$ cat src/hdl/bnp_pkg.sv
package bnp_pkg;

    // Default tree size and stored key width
    localparam int NODE_COUNT_DEF = 16;
    localparam int KEY_BITS_DEF   = 32;

    // Fixed port widths
    localparam int KEY_PORT_W = 32;
    localparam int STATUS_W   = 3;
    localparam int SLOT_W     = 4;

    // Request operation
    typedef enum logic {
        OP_INSERT = 1'b0,
        OP_DELETE = 1'b1
    } t_op;

    // Result status codes
    typedef enum logic [STATUS_W-1:0] {
        STAT_INSERTED = 3'd0,
        STAT_PRESENT  = 3'd1,
        STAT_FULL     = 3'd2,
        STAT_DELETED  = 3'd3,
        STAT_MISSING  = 3'd4
    } t_status;

    // Sequencer states
    typedef enum logic [3:0] {
        ST_CLEAR,
        ST_IDLE,
        ST_DESC,
        ST_MISS,
        ST_FILL,
        ST_HIT,
        ST_PRED,
        ST_KEYW,
        ST_LINK,
        ST_FREE,
        ST_DONE
    } t_state;

    // Per-field write enables of the node memory
    typedef struct packed {
        logic key;
        logic left;
        logic right;
    } t_ram_we;

endpackage

$ cat src/hdl/bnp_node_ram.sv
module bnp_node_ram import bnp_pkg::*; #(
    parameter int NODE_COUNT = NODE_COUNT_DEF,
    parameter int KEY_BITS   = KEY_BITS_DEF
) (
    input  logic                                i_clk,
    input  logic [$clog2(NODE_COUNT)-1:0]       i_rd_addr,
    output logic signed [KEY_BITS-1:0]          o_rd_key,
    output logic [$clog2(NODE_COUNT+1)-1:0]     o_rd_left,
    output logic [$clog2(NODE_COUNT+1)-1:0]     o_rd_right,
    input  t_ram_we                             i_we,
    input  logic [$clog2(NODE_COUNT)-1:0]       i_wr_addr,
    input  logic signed [KEY_BITS-1:0]          i_wr_key,
    input  logic [$clog2(NODE_COUNT+1)-1:0]     i_wr_left,
    input  logic [$clog2(NODE_COUNT+1)-1:0]     i_wr_right
);

    localparam int LINK_W = $clog2(NODE_COUNT + 1);

    logic signed [KEY_BITS-1:0] r_key_mem   [NODE_COUNT];
    logic [LINK_W-1:0]          r_left_mem  [NODE_COUNT];
    logic [LINK_W-1:0]          r_right_mem [NODE_COUNT];

    // Write the selected fields of one node
    always_ff @(posedge i_clk) begin
        if (i_we.key) begin
            r_key_mem[i_wr_addr] <= i_wr_key;
        end
        if (i_we.left) begin
            r_left_mem[i_wr_addr] <= i_wr_left;
        end
        if (i_we.right) begin
            r_right_mem[i_wr_addr] <= i_wr_right;
        end
    end

    // Read one node, registered
    always_ff @(posedge i_clk) begin
        o_rd_key   <= r_key_mem[i_rd_addr];
        o_rd_left  <= r_left_mem[i_rd_addr];
        o_rd_right <= r_right_mem[i_rd_addr];
    end

endmodule

$ cat src/hdl/bnp_key_cmp.sv
module bnp_key_cmp import bnp_pkg::*; #(
    parameter int KEY_BITS = KEY_BITS_DEF
) (
    input  logic signed [KEY_BITS-1:0] i_a,
    input  logic signed [KEY_BITS-1:0] i_b,
    output logic                       o_eq,
    output logic                       o_lt
);

    // Signed order of the request key against a node key
    assign o_eq = (i_a == i_b);
    assign o_lt = (i_a < i_b);

endmodule

$ cat src/hdl/bst_node_pool_insert_delete.sv
// Binary search tree of signed keys in a pool of NODE_COUNT nodes held in one
// node memory (key, left link, right link) with one registered read port and one
// write port, with unused nodes on a free list chained through the right links.
// Each request inserts or deletes one key and yields exactly one result (status
// and node slot). After reset a clearing pass over all NODE_COUNT nodes builds the
// free list; no request is taken until it ends. A request is then taken, walks
// down the tree one node at a time, walks right to the in-order predecessor on a
// two-child delete, and ends with a decision, any link writes and the result
// load. The node memory serves one node read per cycle and is walked by a small
// sequencer around one shared key comparator. A finished result waits in an
// output register, and the next request is taken while it waits; a request that
// finishes while that register is still full stalls until the result is taken.
module bst_node_pool_insert_delete import bnp_pkg::*; #(
    parameter int NODE_COUNT = NODE_COUNT_DEF,
    parameter int KEY_BITS   = KEY_BITS_DEF
) (
    input  logic                         i_clk,
    input  logic                         i_rst_n,
    input  logic                         i_in_valid,
    output logic                         o_in_ready,
    input  logic                         i_operation,
    input  logic signed [KEY_PORT_W-1:0] i_key,
    output logic                         o_out_valid,
    input  logic                         i_out_ready,
    output logic [STATUS_W-1:0]          o_status,
    output logic [SLOT_W-1:0]            o_slot
);

    localparam int LINK_W = $clog2(NODE_COUNT + 1);
    localparam int IDX_W  = $clog2(NODE_COUNT);

    typedef logic [LINK_W-1:0]          t_link;
    typedef logic [IDX_W-1:0]           t_idx;
    typedef logic signed [KEY_BITS-1:0] t_key;

    localparam t_link NIL  = LINK_W'(NODE_COUNT);
    localparam t_link LAST = LINK_W'(NODE_COUNT - 1);

    // Map any out-of-range link to the null marker
    function automatic t_link f_norm(input t_link link);
        return (link < NIL) ? link : NIL;
    endfunction

    t_state  r_state, n_state;
    t_op     r_op, n_op;
    t_key    r_key, n_key;
    t_key    r_pkey, n_pkey;
    t_link   r_cur, n_cur;
    t_link   r_parent, n_parent;
    logic    r_side, n_side;
    t_link   r_iter, n_iter;
    t_link   r_l, n_l;
    t_link   r_r, n_r;
    t_link   r_slot, n_slot;
    t_link   r_lval, n_lval;
    t_status r_status, n_status;
    t_link   r_free_head, n_free_head;
    t_link   r_root, n_root;
    logic    r_out_valid, n_out_valid;
    t_status r_out_status, n_out_status;
    t_link   r_out_slot, n_out_slot;

    t_idx    rd_addr;
    t_key    rd_key;
    t_link   rd_left;
    t_link   rd_right;
    t_ram_we we;
    t_idx    wr_addr;
    t_key    wr_key;
    t_link   wr_left;
    t_link   wr_right;
    logic    cmp_eq;
    logic    cmp_lt;
    t_link   root_n;
    t_link   free_n;
    t_link   desc_next;
    t_link   pred_next;

    bnp_node_ram #(
        .NODE_COUNT (NODE_COUNT),
        .KEY_BITS   (KEY_BITS)
    ) u_ram (
        .i_clk      (i_clk),
        .i_rd_addr  (rd_addr),
        .o_rd_key   (rd_key),
        .o_rd_left  (rd_left),
        .o_rd_right (rd_right),
        .i_we       (we),
        .i_wr_addr  (wr_addr),
        .i_wr_key   (wr_key),
        .i_wr_left  (wr_left),
        .i_wr_right (wr_right)
    );

    bnp_key_cmp #(
        .KEY_BITS (KEY_BITS)
    ) u_cmp (
        .i_a  (r_key),
        .i_b  (rd_key),
        .o_eq (cmp_eq),
        .o_lt (cmp_lt)
    );

    assign root_n    = f_norm(r_root);
    assign free_n    = f_norm(r_free_head);
    assign desc_next = f_norm(cmp_lt ? rd_left : rd_right);
    assign pred_next = f_norm(rd_right);

    assign o_in_ready  = (r_state == ST_IDLE);
    assign o_out_valid = r_out_valid;
    assign o_status    = r_out_status;
    assign o_slot      = SLOT_W'(r_out_slot);

    // Hold control state
    always_ff @(posedge i_clk) begin
        if (!i_rst_n) begin
            r_state     <= ST_CLEAR;
            r_iter      <= '0;
            r_free_head <= '0;
            r_root      <= NIL;
            r_out_valid <= 1'b0;
        end else begin
            r_state     <= n_state;
            r_iter      <= n_iter;
            r_free_head <= n_free_head;
            r_root      <= n_root;
            r_out_valid <= n_out_valid;
        end
    end

    // Hold working and result payload
    always_ff @(posedge i_clk) begin
        r_op         <= n_op;
        r_key        <= n_key;
        r_pkey       <= n_pkey;
        r_cur        <= n_cur;
        r_parent     <= n_parent;
        r_side       <= n_side;
        r_l          <= n_l;
        r_r          <= n_r;
        r_slot       <= n_slot;
        r_lval       <= n_lval;
        r_status     <= n_status;
        r_out_status <= n_out_status;
        r_out_slot   <= n_out_slot;
    end

    // Sequence one request over the node memory
    always_comb begin
        n_state      = r_state;
        n_op         = r_op;
        n_key        = r_key;
        n_pkey       = r_pkey;
        n_cur        = r_cur;
        n_parent     = r_parent;
        n_side       = r_side;
        n_iter       = r_iter;
        n_l          = r_l;
        n_r          = r_r;
        n_slot       = r_slot;
        n_lval       = r_lval;
        n_status     = r_status;
        n_free_head  = r_free_head;
        n_root       = r_root;
        n_out_valid  = r_out_valid;
        n_out_status = r_out_status;
        n_out_slot   = r_out_slot;
        rd_addr      = '0;
        we           = '0;
        wr_addr      = '0;
        wr_key       = r_key;
        wr_left      = NIL;
        wr_right     = NIL;

        // Drop the result once taken
        if (r_out_valid && i_out_ready) begin
            n_out_valid = 1'b0;
        end

        unique case (r_state)
            // Build the free list, one node per cycle
            ST_CLEAR: begin
                we.left  = 1'b1;
                we.right = 1'b1;
                wr_addr  = r_iter[IDX_W-1:0];
                wr_right = (r_iter == LAST) ? NIL : LINK_W'(r_iter + 1'b1);
                if (r_iter == LAST) begin
                    n_iter  = '0;
                    n_state = ST_IDLE;
                end else begin
                    n_iter = LINK_W'(r_iter + 1'b1);
                end
            end

            // Take a request and start at the root
            ST_IDLE: begin
                if (i_in_valid) begin
                    n_op     = t_op'(i_operation);
                    n_key    = KEY_BITS'(i_key);
                    n_parent = NIL;
                    n_side   = 1'b0;
                    n_iter   = '0;
                    n_cur    = root_n;
                    if (root_n == NIL) begin
                        n_state = ST_MISS;
                    end else begin
                        rd_addr = root_n[IDX_W-1:0];
                        n_state = ST_DESC;
                    end
                end
            end

            // Compare against the current node and step down
            ST_DESC: begin
                if (cmp_eq) begin
                    n_l     = f_norm(rd_left);
                    n_r     = f_norm(rd_right);
                    n_state = ST_HIT;
                end else if (r_iter == NIL) begin
                    n_state = ST_MISS;
                end else begin
                    n_parent = r_cur;
                    n_side   = ~cmp_lt;
                    n_cur    = desc_next;
                    n_iter   = LINK_W'(r_iter + 1'b1);
                    if (desc_next == NIL) begin
                        n_state = ST_MISS;
                    end else begin
                        rd_addr = desc_next[IDX_W-1:0];
                    end
                end
            end

            // Key absent: report, or fetch the free-list head
            ST_MISS: begin
                if (r_op == OP_DELETE) begin
                    n_status = STAT_MISSING;
                    n_slot   = '0;
                    n_state  = ST_DONE;
                end else if (free_n == NIL) begin
                    n_status = STAT_FULL;
                    n_slot   = '0;
                    n_state  = ST_DONE;
                end else begin
                    rd_addr = free_n[IDX_W-1:0];
                    n_slot  = free_n;
                    n_state = ST_FILL;
                end
            end

            // Pop the free node and write it as a new leaf
            ST_FILL: begin
                n_free_head = f_norm(rd_right);
                we          = '{key: 1'b1, left: 1'b1, right: 1'b1};
                wr_addr     = r_slot[IDX_W-1:0];
                wr_key      = r_key;
                n_lval      = r_slot;
                n_status    = STAT_INSERTED;
                n_state     = ST_LINK;
            end

            // Key present: report, or pick the delete case
            ST_HIT: begin
                if (r_op == OP_INSERT) begin
                    n_status = STAT_PRESENT;
                    n_slot   = '0;
                    n_state  = ST_DONE;
                end else begin
                    n_status = STAT_DELETED;
                    if (r_l != NIL && r_r != NIL) begin
                        n_parent = r_cur;
                        n_side   = 1'b0;
                        n_slot   = r_l;
                        n_iter   = '0;
                        rd_addr  = r_l[IDX_W-1:0];
                        n_state  = ST_PRED;
                    end else begin
                        n_lval  = (r_l != NIL) ? r_l : r_r;
                        n_slot  = r_cur;
                        n_state = ST_LINK;
                    end
                end
            end

            // Walk right to the in-order predecessor
            ST_PRED: begin
                if (pred_next == NIL || r_iter == NIL) begin
                    n_pkey  = rd_key;
                    n_lval  = f_norm(rd_left);
                    n_state = ST_KEYW;
                end else begin
                    n_parent = r_slot;
                    n_side   = 1'b1;
                    n_slot   = pred_next;
                    n_iter   = LINK_W'(r_iter + 1'b1);
                    rd_addr  = pred_next[IDX_W-1:0];
                end
            end

            // Move the predecessor key into the deleted node
            ST_KEYW: begin
                we.key  = 1'b1;
                wr_addr = r_cur[IDX_W-1:0];
                wr_key  = r_pkey;
                n_state = ST_LINK;
            end

            // Rewrite the parent link (or the root)
            ST_LINK: begin
                if (r_parent == NIL) begin
                    n_root = r_lval;
                end else begin
                    wr_addr = r_parent[IDX_W-1:0];
                    if (r_side) begin
                        we.right = 1'b1;
                        wr_right = r_lval;
                    end else begin
                        we.left = 1'b1;
                        wr_left = r_lval;
                    end
                end
                n_state = (r_op == OP_DELETE) ? ST_FREE : ST_DONE;
            end

            // Push the removed node on the free list
            ST_FREE: begin
                we.left     = 1'b1;
                we.right    = 1'b1;
                wr_addr     = r_slot[IDX_W-1:0];
                wr_left     = NIL;
                wr_right    = free_n;
                n_free_head = r_slot;
                n_state     = ST_DONE;
            end

            // Load the result once the output register is free
            ST_DONE: begin
                if (!r_out_valid || i_out_ready) begin
                    n_out_valid  = 1'b1;
                    n_out_status = r_status;
                    n_out_slot   = r_slot;
                    n_state      = ST_IDLE;
                end
            end

            default: begin
                n_state = ST_IDLE;
            end
        endcase
    end

endmodule
$ cat config.mk
export PLATFORM = sky130hd
export DESIGN_NAME = bst_node_pool_insert_delete
export DESIGN_NICKNAME = d
export VERILOG_FILES = /design/src/hdl/bnp_pkg.sv /design/src/hdl/bnp_node_ram.sv /design/src/hdl/bnp_key_cmp.sv /design/src/hdl/bst_node_pool_insert_delete.sv
export SDC_FILE = /design/constraint.sdc
export NUM_CORES = 1
export LEC_CHECK = 0
export BUFFER_PORTS_ARGS = -buffer_cell sky130_fd_sc_hd__buf_2
export CORE_MARGIN = 2
export CORE_UTILIZATION = 57
export DETAILED_ROUTE_END_ITERATION = 6
export PLACE_DENSITY = 0.85
export SLEW_MARGIN = 20
export SYNTH_ARGS = -nofsm -noshare
export SYNTH_HDL_FRONTEND = slang
export SYNTH_SLANG_ARGS = --single-unit
export TNS_END_PERCENT = 20
$ cat constraint.sdc
create_clock -name i_clk -period 4 [get_ports i_clk]
set_input_delay 0.4 -clock i_clk [delete_from_list [all_inputs] [get_ports i_clk]]
set_output_delay 0.4 -clock i_clk [all_outputs]
set_load 0.02 [all_outputs]
=== After elaboration in Yosys (flattened, before gate mapping) ===
Memories as Yosys holds them, arrays and structs flattened. A register that Yosys moved wholly into a read port is not among the register bits.
Index checks and enable logic that the tools add are counted.

* RAM bits: 672
* Register bits: 126
* Memories kept: 3

{| class="wikitable"
|+ Memories
! name !! depth !! width !! read ports !! clocked after Yosys merged registers in !! wr ports !! line !! RTL
|-
| u_ram.r_key_mem || 16 || 32 || 1 || 1 || 1 || bnp_node_ram.sv:19 || <nowiki>logic signed [KEY_BITS-1:0] r_key_mem [NODE_COUNT];</nowiki>
|-
| u_ram.r_left_mem || 16 || 5 || 1 || 1 || 1 || bnp_node_ram.sv:20 || <nowiki>logic [LINK_W-1:0] r_left_mem [NODE_COUNT];</nowiki>
|-
| u_ram.r_right_mem || 16 || 5 || 1 || 1 || 1 || bnp_node_ram.sv:21 || <nowiki>logic [LINK_W-1:0] r_right_mem [NODE_COUNT];</nowiki>
|}

* Eq/ne operators: 32
* Magnitude comparators: 6
* $add $sub $neg: 1
* Mux-type cells: 97
* Bitwise gates (word level): 1
* Reduce and logical (&&, ||, !) cells: 28

{| class="wikitable"
|+ Operators with widths
! kind !! number
|-
| two-way mux 5 bit || 37
|-
| two-way mux 4 bit || 22
|-
| case mux 5 bit (3 select lines) || 3
|-
| case mux 4 bit (10 select lines) || 1
|-
| == test 32 bit || 1
|-
| less-than comparator 32 bit || 1
|-
| two-way mux 32 bit || 1
|-
| == test 5 bit, second input constant || 6
|-
| less-than comparator 5 bit, second input constant || 5
|-
| case mux 5 bit (5 select lines) || 1
|-
| inequality test 2 bit, second input constant || 10
|-
| case mux 4 bit (5 select lines) || 1
|-
| case mux 5 bit (2 select lines) || 2
|-
| case mux 5 bit (4 select lines) || 1
|-
| two-way mux 1 bit || 19
|-
| == test 4 x 3 -> 1 bit, second input constant || 4
|-
| case mux 4 bit (4 select lines) || 1
|-
| AND reduction 2 bit || 7
|-
| AND reduction 7 bit || 2
|-
| == test 4 bit, second input constant || 3
|-
| inequality test 5 bit, second input constant || 2
|-
| case mux 3 bit (3 select lines) || 1
|-
| nonzero test 3 bit || 3
|-
| == test 4 x 2 -> 1 bit, second input constant || 2
|-
| other kinds (21) || 29
|}

=== Longest topological paths before layout ===
Gate-level depths: netlist of run 1.

* Word-level depth: 9
* Gate-level depth with buffers: 17
* Mapped depth without buffers: 12

=== Modules after synthesis ===
Synthesis of run 1 repeated with hierarchy kept, for this count alone.

* Cells, all modules: 1,728
* Area, all modules: 32,904.1 µm²

{| class="wikitable"
|+ Modules (own cells, without submodules)
! module !! cells an instance !! sequential area each (µm²) !! times used !! area each (µm²)
|-
| bnp_node_ram || 1,140 || 21,020.2 || 1 || 26,233.9
|-
| bst_node_pool_insert_delete || 475 || 3,583.4 || 1 || 5,849.4
|-
| bnp_key_cmp || 113 || 0.0 || 1 || 820.8
|}

=== Worst setup path before layout of run 1 ===
Ideal clock, no wire load.

* Path type: register -> register
* Start point: register r_state[1]
* End point: memory u_ram.r_key_mem[12][0] in the netlist's numbering (enable)
* Clock period less this slack: 3.958 ns
* Path slack: 0.042 ns
* Cell stages (with the launch flop): 9
* Arrival time: 3.537 ns
* Data required time: 3.579 ns
* Path through: dfxtp_1 -> clkbuf_1 -> or2_2 -> nor2_1 -> and2_1 -> clkbuf_1 -> a221oi_1 -> nand4_1 -> nor2_1

* Cells in the longest elaborated chain, start to end: 5
* Elaborated cells on any way between the ends: 11

{| class="wikitable"
|+ RTL lines
! element !! line !! RTL
|-
| start, declared || bst_node_pool_insert_delete.sv:44 || <nowiki>t_state r_state, n_state;</nowiki>
|-
| start signal, assigned || bst_node_pool_insert_delete.sv:123 || <nowiki>r_state <= n_state;</nowiki>
|-
| == test 4 x 3 -> 1 bit || bst_node_pool_insert_delete.sv:180 || <nowiki>unique case (r_state)</nowiki>
|-
| OR reduction 2 bit (no source line) || -- ||
|-
| two-way mux 1 bit || bst_node_pool_insert_delete.sv:180 ||
|-
| two-way mux 1 bit || bnp_node_ram.sv:25 || <nowiki>if (i_we.key) begin</nowiki>
|-
| two-way mux 1 bit (implied by the code) || bnp_node_ram.sv:26 || <nowiki>r_key_mem[i_wr_addr] <= i_wr_key;</nowiki>
|-
| end, declared || bnp_node_ram.sv:19 ||
|}

Several ways; a longest one is shown, not always the timed one.

=== Worst setup path after layout of run 1 ===
* Start point: register r_key[7]
* End point: register u_ram.o_rd_left[4] (read register of u_ram.r_left_mem)

* Cells in the longest elaborated chain, start to end: 9
* Elaborated cells on any way between the ends: 10

{| class="wikitable"
|+ RTL lines
! element !! line !! RTL
|-
| start, declared || bst_node_pool_insert_delete.sv:46 || <nowiki>t_key r_key, n_key;</nowiki>
|-
| start signal, assigned || bst_node_pool_insert_delete.sv:134 || <nowiki>r_key <= n_key;</nowiki>
|-
| less-than comparator 32 bit || bnp_key_cmp.sv:12 || <nowiki>assign o_lt = (i_a < i_b);</nowiki>
|-
| two-way mux 5 bit || bst_node_pool_insert_delete.sv:106 || <nowiki>assign desc_next = f_norm(cmp_lt ? rd_left : rd_right);</nowiki>
|-
| less-than comparator 5 bit || bst_node_pool_insert_delete.sv:41 || <nowiki>return (link < NIL) ? link : NIL;</nowiki>
|-
| two-way mux 5 bit || bst_node_pool_insert_delete.sv:41 ||
|-
| == test 5 bit || bst_node_pool_insert_delete.sv:226 || <nowiki>if (desc_next == NIL) begin</nowiki>
|-
| two-way mux 4 bit || bst_node_pool_insert_delete.sv:226 ||
|-
| two-way mux 4 bit || bst_node_pool_insert_delete.sv:219 || <nowiki>end else if (r_iter == NIL) begin</nowiki>
|-
| two-way mux 4 bit (*) || bst_node_pool_insert_delete.sv:215 || <nowiki>if (cmp_eq) begin</nowiki>
|-
| case mux 4 bit (5 select lines) (*) || bst_node_pool_insert_delete.sv:180 ||
|-
| end, declared || bnp_node_ram.sv:8 || <nowiki>output logic [$clog2(NODE_COUNT+1)-1:0] o_rd_left,</nowiki>
|}

Mark *: on every way between the ends. The rest lies on a longest branch, timed or not.
A chain may end at the register's enable or synchronous reset.

==> results by group, run 1 <==
Timing
  – Endpoints failing hold: 0
  – Worst-Margin Slew: around 0.95 ns
  – Final Cycle Share: between 90% and 100%
  – Final-report setup violation count: 0
  – Fmax: ~250 MHz
  – Max Slew Vio Count: 0
  – Relative slew slack: between 30% and 40%
  – PnR worst setup slack: 0.07319 ns
  – Clk_skew: 0.02724 ns
  – Setup TNS: 0 ns
  – Fin crit period: between 3 and 4 ns
  – Hold slack: 0.04254 ns

Logic synthesis
  – Post-synth cell types: slightly above 70
  – Number of synthesized register bits: between 800 and 900
  – Post-Synthesis Mean Instance Area: about 13 µm²
  – Post-synth EDFFs: ~780
  – Gate Count Post-Synth: 2593
  – Mapped Area: between 30000 and 40000 µm²
  – Post-synthesis sequential area ratio: a little under three quarters
  – Warning count from the yosys run: 0
  – Top FF cell, synth: edfxtp_1
  – Post-synth ARST share: 0%
  – Syn nets: between 2000 and 3000

Clock tree
  – Root buffer cell: clkbuf_16
  – CTS tree: built
  – TritonCTS buffer count: between 80 and 90
  – Clk_lat worst skew: between 0.6 and 0.7 ns
  – Clock Pin Slew Worst Setup and Hold Paths: around 0.07 ns
  – Clk buf depth: 3
  – H-Tree Depth: 3
  – Sink Count: between 800 and 900

Drt
  – Met3 WL: approximately 11 mm
  – WL met2: between 40 and 50 mm
  – Metal-1 WL: about 33 mm
  – Remaining DRCs: 6
  – Vias per Instance: 6.495
  – Drt first pass iters: 7
  – Detailed-route wire length: about 94 mm
  – DR iter-0 viols: around 3200
  – Final ANT Viol Nets: 0
  – Top Layer Used: met4
  – DR vias: approximately 23000
  – Avg WL per Cell: about 26 µm

Global routing
  – All-Layer GR Usage: between 20% and 30%
  – Initial antenna violation count: 0
  – Largest net degree at the start of global routing: 57
  – Remaining Overflow, GRT: 0
  – Global-route wire length before repair: 140.1 mm
  – Vias in the first global route: approximately 23000

Critical path
  – Endpoint type of the worst setup path: register
  – CP Max Fanout: 27
  – Startpoint types: register
  – CP Class: register to register
  – CP arrival: around 4.4 ns
  – Required time of the worst setup path: around 4.5 ns

Worst hold path
  – Min-Delay Path Class: input port to register

Finish
  – Final nets: ~2800
  – Diode count: 0
  – Final instance area: just under 40000 µm²
  – Area Overhead vs Synth: 15.36%
  – Layout cells sized above 1: between 10% and 20%

Floorplanning
  – Core area: about 60000 µm²
  – FP Rows: 90
  – I/O pin cnt: 46
  – Die Y-Extent: 249.5 µm
  – Initial Util: between 50% and 60%
  – Die W: between 200 and 250 µm
  – Die area: about 62000 µm²

Power
  – Overall power: 18.00 mW
  – Leakage dissipation: around 15 nW
  – VDD IR max: around 0.00043 V
  – PwrDens: around 450 nW/µm²

Place
  – Post-DP HPWL: 51.38 mm
  – Worst slack at placement: 0.1296 ns
  – DP Area: 36300 µm²
  – RePlAce Congestion: 0.9888
  – IO Port Bufs: 45

Outcome
  – Status: finished, violations left
  – Violated checks: DRC

Flow run
  – Max cap viols: 0
## metrics by stage
step / std cells / util, %
CTS: 3559 / 65.85
global placement: 3376 / 60.48
global route: 3565 / 66.04
detailed placement: 3376 / 60.48
floorplan: 2593 / -
finish: 3565 / 66.04
## cells in the final DEF, fill, tap and decap left out, drive strengths merged, types with 24 or more instances in the layout
| cell type | instances |
|---|---|
| nor2 | 108 |
| edfxtp | 778 |
| dlygate4sd3 | 32 |
| mux2i | 153 |
| nand3 | 52 |
| mux2 | 35 |
| o21ai | 63 |
| o211ai | 41 |
| dfxtp | 62 |
| inv | 48 |
| nand4 | 62 |
| nand2 | 688 |
| ha | 36 |
| buf | 145 |
| a21oi | 124 |
| a22oi | 55 |
| clkinv | 24 |
| clkbuf | 110 |
## cell families after synthesis
logic type / after synthesis / share of synthesized area (%)
multiplexers: 188 / 5.604
flip-flops: 840 / 71.61
AND/OR/NAND/NOR: 988 / 12.26
buffers and inverters: 183 / 2.389
adder cells (fa/ha/maj): 36 / 1.311
AO/OA/AOI/OAI: 355 / 6.748
XOR/XNOR: 3 / 0.07649
## per-layer routing
metal	up-vias	track usage, %
li1	9760	-
met4	0	15.32
met1	11225	37.20
met3	400	6.393
met2	1771	49.66
met5	-	0
## cells in the mapped netlist, types with 36 or more instances
library cell	instances	area (µm²)
a21oi_1	123	615.6
a22oi_1	55	412.9
buf_2	44	220.2
clkbuf_1	72	270.3
dfxtp_1	62	1241
edfxtp_1	778	23360
ha_1	36	450.4
inv_1	44	165.2
mux2i_1	153	1531
nand2_1	688	2582
nand3_1	52	260.3
nand4_1	60	375.4
nor2_1	106	397.9
o211ai_1	41	307.8
o21ai_0	44	220.2
## flip-flops by register name, indices dropped and copies added (netlist names), 32 cells and up
signal / count
r_key: 32
r_pkey: 32
u_ram.o_rd_key: 32
u_ram.r_key_mem: 512
u_ram.r_left_mem: 80
u_ram.r_right_mem: 80
## layout make-up
class / count / area [µm²]
fillers: 3767 / 20380
well taps: 782 / 978.4
inverters: 44 / 165.2
clock inverters: 42 / 585.6
flip-flops and latches: 840 / 24600
multi-input cells: 1570 / 9145
clock buffers: 109 / 2315
repair buffers: 178 / 1846
## worst paths after layout
check               from            endpoint  slack, ns  depth (start not counted)
max             r_key[7]  u_ram.o_rd_left[4]       0.07                         13
max reg2reg     r_key[7]  u_ram.o_rd_left[4]       0.07                         13
min             i_key[1]            r_key[1]       0.04                          1
min reg2reg  r_status[2]         o_status[2]       0.42                          0
## power by group
group / switching [mW] / internal (mW)
clock: 3.39 / 4.83
sequential: 0.0210 / 9.53
combinational: 0.145 / 0.0827
total: 3.56 / 14.4
## timing repair
item / in CTS / in global routing
gates resized for setup: 0 / 10
setup buffers: 0 / 5
hold endpoints to repair: 32 / 0
hold buffers: 32 / 0
setup endpoints to repair: 0 / 39
## worst max-delay path, stage by stage (launching register included)
cell	delay [ns]
edfxtp_1	0.47
ha_1	0.37
a41oi_1	0.21
o21ai_0	0.22
o2bb2ai_1	0.31
o31ai_2	0.30
a31o_2	0.31
nor2_2	0.12
a221oi_4	0.33
buf_12	0.22
buf_12	0.22
nor2_1	0.14
a222oi_1	0.42
nand2_1	0.12
No activity file was read; power rests on OpenSTA's default activity.
==> run 2, diff against run 1 <==
==> constraint.sdc (replaced) <==
create_clock -name i_clk -period 4 [get_ports i_clk]
set_input_delay 0.8 -clock i_clk [delete_from_list [all_inputs] [get_ports i_clk]]
set_output_delay 0.8 -clock i_clk [all_outputs]
set_load 0.02 [all_outputs]
==> run 2 against run 1 <==
Net effect:
- the run now ends clean
- utilization shrank 0.56 points
- critical path depth is the same
- combinational power shrank 11%
- sequential share of layout area grew 0.53 points
- flip-flop and latch count is the same
- first-iteration DRC count shrank 0.89%
- largest cell class unchanged
- sequential power is essentially flat
- maximum frequency shrank 0.61%
==> results by group, run 2 (synthesis gave the netlist of run 1 again) <==
Outcome
  – Status: complete, no violations (was finished, violations left)

Power
  – Internal power: 14.42 mW (was 14.44 mW)
  – VDD IR max: 0.0004235 V (was 0.0004307 V)
  – Sw frac: 19.74% (was 19.77%)
  – Sw Pwr: 3.546 mW (was 3.560 mW)
  – Clock Power Share: 45.7% (about the same)
  – PwrDens: 457.2 nW/µm² (was 454.2 nW/µm²)
  – Seq pwr share: 53.2% (was 53.1%)
  – Logic pwr share: 1.1% (was 1.3%)
  – Leakage dissipation: 14.79 nW (was 14.94 nW)

Finish
  – Finished Core Util: 65.48% (was 66.04%)
  – Commonest non-fill, non-tap cells in the layout: 778 x edfxtp_1, 687 x nand2_1, 153 x mux2i_1, 123 x a21oi_1, 88 x nor2_1 (unchanged)
  – Final instance area: 39300 µm² (was 39640 µm²)
  – Most common cell after layout, fill and taps aside: edfxtp_1 (unchanged)
  – Largest regs: u_ram.r_key_mem: 512 flops, u_ram.r_left_mem: 80 flops, u_ram.r_right_mem: 80 flops (unchanged)
  – Top reg by flops: u_ram.r_key_mem (unchanged)
  – Layout cells sized above 1: 13.06% (was 12.94%)
  – Final nets: 2755 (was 2789)
  – Diode count: 0 (unchanged)
  – Area Overhead vs Synth: 14.39% (was 15.36%)
  – Max reg flops: 512 (unchanged)

Worst hold path
  – Hold path depth: 1 (unchanged)
  – Hold Path End: r_key[8] (was r_key[1])
  – Min-Delay Startpoint: i_key[8] (was i_key[1])
  – Min-Delay Path Class: input port to register (unchanged)

Place
  – Post-DP HPWL: 51.38 mm (unchanged)
  – DP Area: 36300 µm² (unchanged)
  – RePlAce Congestion: 0.9888 (unchanged)
  – IO Port Bufs: 45 (unchanged)

Critical path
  – R2r setup slk: 0.05 ns (was 0.07 ns)
  – Startpoint types: register (unchanged)
  – Reg2reg start: r_key[7] (unchanged)
  – CP Max Fanout: 27 (unchanged)
  – Required time of the worst setup path: 4.50 ns (about the same)
  – Reg2Reg Depth: 13 (unchanged)
  – CP Class: register to register (unchanged)
  – Worst r2r dst: u_ram.o_rd_left[4] (unchanged)
  – Largest stage delay, worst path: 0.43 ns (was 0.47 ns)
  – Delay-heaviest family, CP: compound AO/OA/AOI/OAI gates (unchanged)
  – Slowest-stage cell, CP: edfxtp_1 (unchanged)
  – CP bufs+invs: 2 (unchanged)
  – CP most frequent cell: buf_12 (unchanged)
  – CP arrival: 4.45 ns (was 4.43 ns)
  – Endpoint type of the worst setup path: register (unchanged)
  – Crit-path cells: ha_1, a41oi_1, o21ai_0, o2bb2ai_1, o31ai_2, a31o_2, nor2_2, a221oi_4, buf_12, buf_12, nor2_1, a222oi_1, nand2_1 (unchanged)

Drt
  – DR iter-0 viols: 3215 (was 3244)
  – Remaining DRCs: 0 (was 6)
  – Avg WL per Cell: 26.37 µm (was 26.39 µm)
  – Vias per Instance: 6.529 (was 6.495)
  – Drt first pass iters: 6 (was 7)
  – Detailed-route wire length: 93.12 mm (was 94.07 mm)
  – Final ANT Viol Nets: 0 (unchanged)
  – DR vias: 23053 (was 23156)

Clock tree
  – TritonCTS buffer count: 82 (unchanged)
  – Clk_lat worst skew: 0.64 ns (about the same)
  – CTS tree: built (unchanged)
  – Sink Count: 840 (unchanged)
  – Root buffer cell: clkbuf_16 (unchanged)
  – Clock Pin Slew Worst Setup and Hold Paths: 0.07 ns (about the same)
  – H-Tree Depth: 3 (unchanged)
  – Clk buf depth: 3 (unchanged)

Floorplanning
  – Die W: 249.5 µm (unchanged)
  – FP Rows: 90 (unchanged)
  – Die Y-Extent: 249.5 µm (unchanged)
  – I/O pin cnt: 46 (unchanged)
  – Die area: 62260 µm² (unchanged)
  – Core area: 60020 µm² (unchanged)
  – Initial Util: 57.25% (unchanged)

Global routing
  – All-Layer GR Usage: 29.40% (was 29.88%)
  – Remaining Overflow, GRT: 0 (unchanged)
  – Global-route wire length before repair: 137.9 mm (was 140.1 mm)
  – Largest net degree at the start of global routing: 57 (unchanged)
  – Vias in the first global route: 23017 (was 23328)
  – Initial antenna violation count: 0 (unchanged)

Timing
  – Final-report setup violation count: 0 (unchanged)
  – Fin crit period: 3.951 ns (was 3.927 ns)
  – Worst-Margin Slew: 0.9392 ns (was 0.9536 ns)
  – Relative slew slack: 37.25% (was 36.30%)
  – Final Cycle Share: 98.78% (was 98.17%)
  – Max Slew Vio Count: 0 (unchanged)
  – Fmax: 253.1 MHz (was 254.7 MHz)
  – Endpoints failing hold: 0 (unchanged)
  – Clk_skew: 0.02639 ns (was 0.02724 ns)
  – Hold slack: 0.3333 ns (was 0.04254 ns)

Flow run
  – Max cap viols: 0 (unchanged)
-- run 2: worst register-to-register path: cells and delay by family, from the launching register on --
kind / cells / cell delay (ns)
AND/OR/NAND/NOR: 3 / 0.39
adder cells (fa/ha/maj): 1 / 0.37
AO/OA/AOI/OAI: 7 / 2.17
flip-flops: 1 / 0.43
buffers and inverters: 2 / 0.45
-- run 2: through the flow --
step                setup slack (ns)   TNS, ns  std cells  power [mW]
CTS                          0.01650         0       3527       17.98
floorplan                    0.04168         0       2593       9.834
detailed placement            0.1296         0       3376       9.936
finish                       0.04891         0       3531       17.97
global placement              0.2669         0       3376       9.928
global route                -0.01982  -0.02679       3531       18.33
-- run 2: cell type report --
type | instances | area (µm²)
Clock buffer | 109 | 2315
Clock inverter | 42 | 585.6
Fill cell | 3794 | 20720
Inverter | 44 | 165.2
Multi-Input combinational cell | 1570 | 9150
Sequential cell | 840 | 24600
Tap cell | 782 | 978.4
Timing Repair Buffer | 144 | 1505
-- run 2: how the worst max path moves through the flow --
stage	startpoint	to	slack, ns	cells past startpoint
CTS	r_key[23]	u_ram.o_rd_left[4]	0.02	13
global route	r_key[7]	u_ram.o_rd_left[4]	-0.02	13
floorplan	r_state[1]	u_ram.r_key_mem[12][0]	0.04	8
finish	r_key[7]	u_ram.o_rd_left[4]	0.05	13
detailed placement	r_key[31]	u_ram.o_rd_key[14]	0.13	13
global placement	r_key[31]	u_ram.o_rd_key[22]	0.27	11
-- run 2: what timing repair did --
| item | 4_1_cts | 5_1_grt |
|---|---|---|
| setup endpoints to repair | 0 | 40 |
| hold buffers | 0 | 0 |
| buffers inserted | 0 | 3 |
| gates resized for setup | 0 | 12 |
-- run 2: metal layers --
metal | track usage (%) | vias up | wire [µm]
met5 | 0 | - | 0
met4 | 15.18 | 0 | 4889
met3 | 6.550 | 356 | 10950
met2 | 48.60 | 1846 | 44980
met1 | 36.64 | 11172 | 32300
li1 | - | 9679 | -
-- run 2: power by group through the flow --
| stage | logic [mW] | registers (mW) | clock network (mW) |
|---|---|---|---|
| final | 0.204 | 9.55 | 8.21 |
| after global routing | 0.216 | 9.55 | 8.56 |
| after CTS | 0.199 | 9.55 | 8.22 |
| after detailed placement | 0.196 | 9.74 | 0 |
| after global placement | 0.191 | 9.74 | 0 |
| after floorplan | 0.104 | 9.73 | 0 |
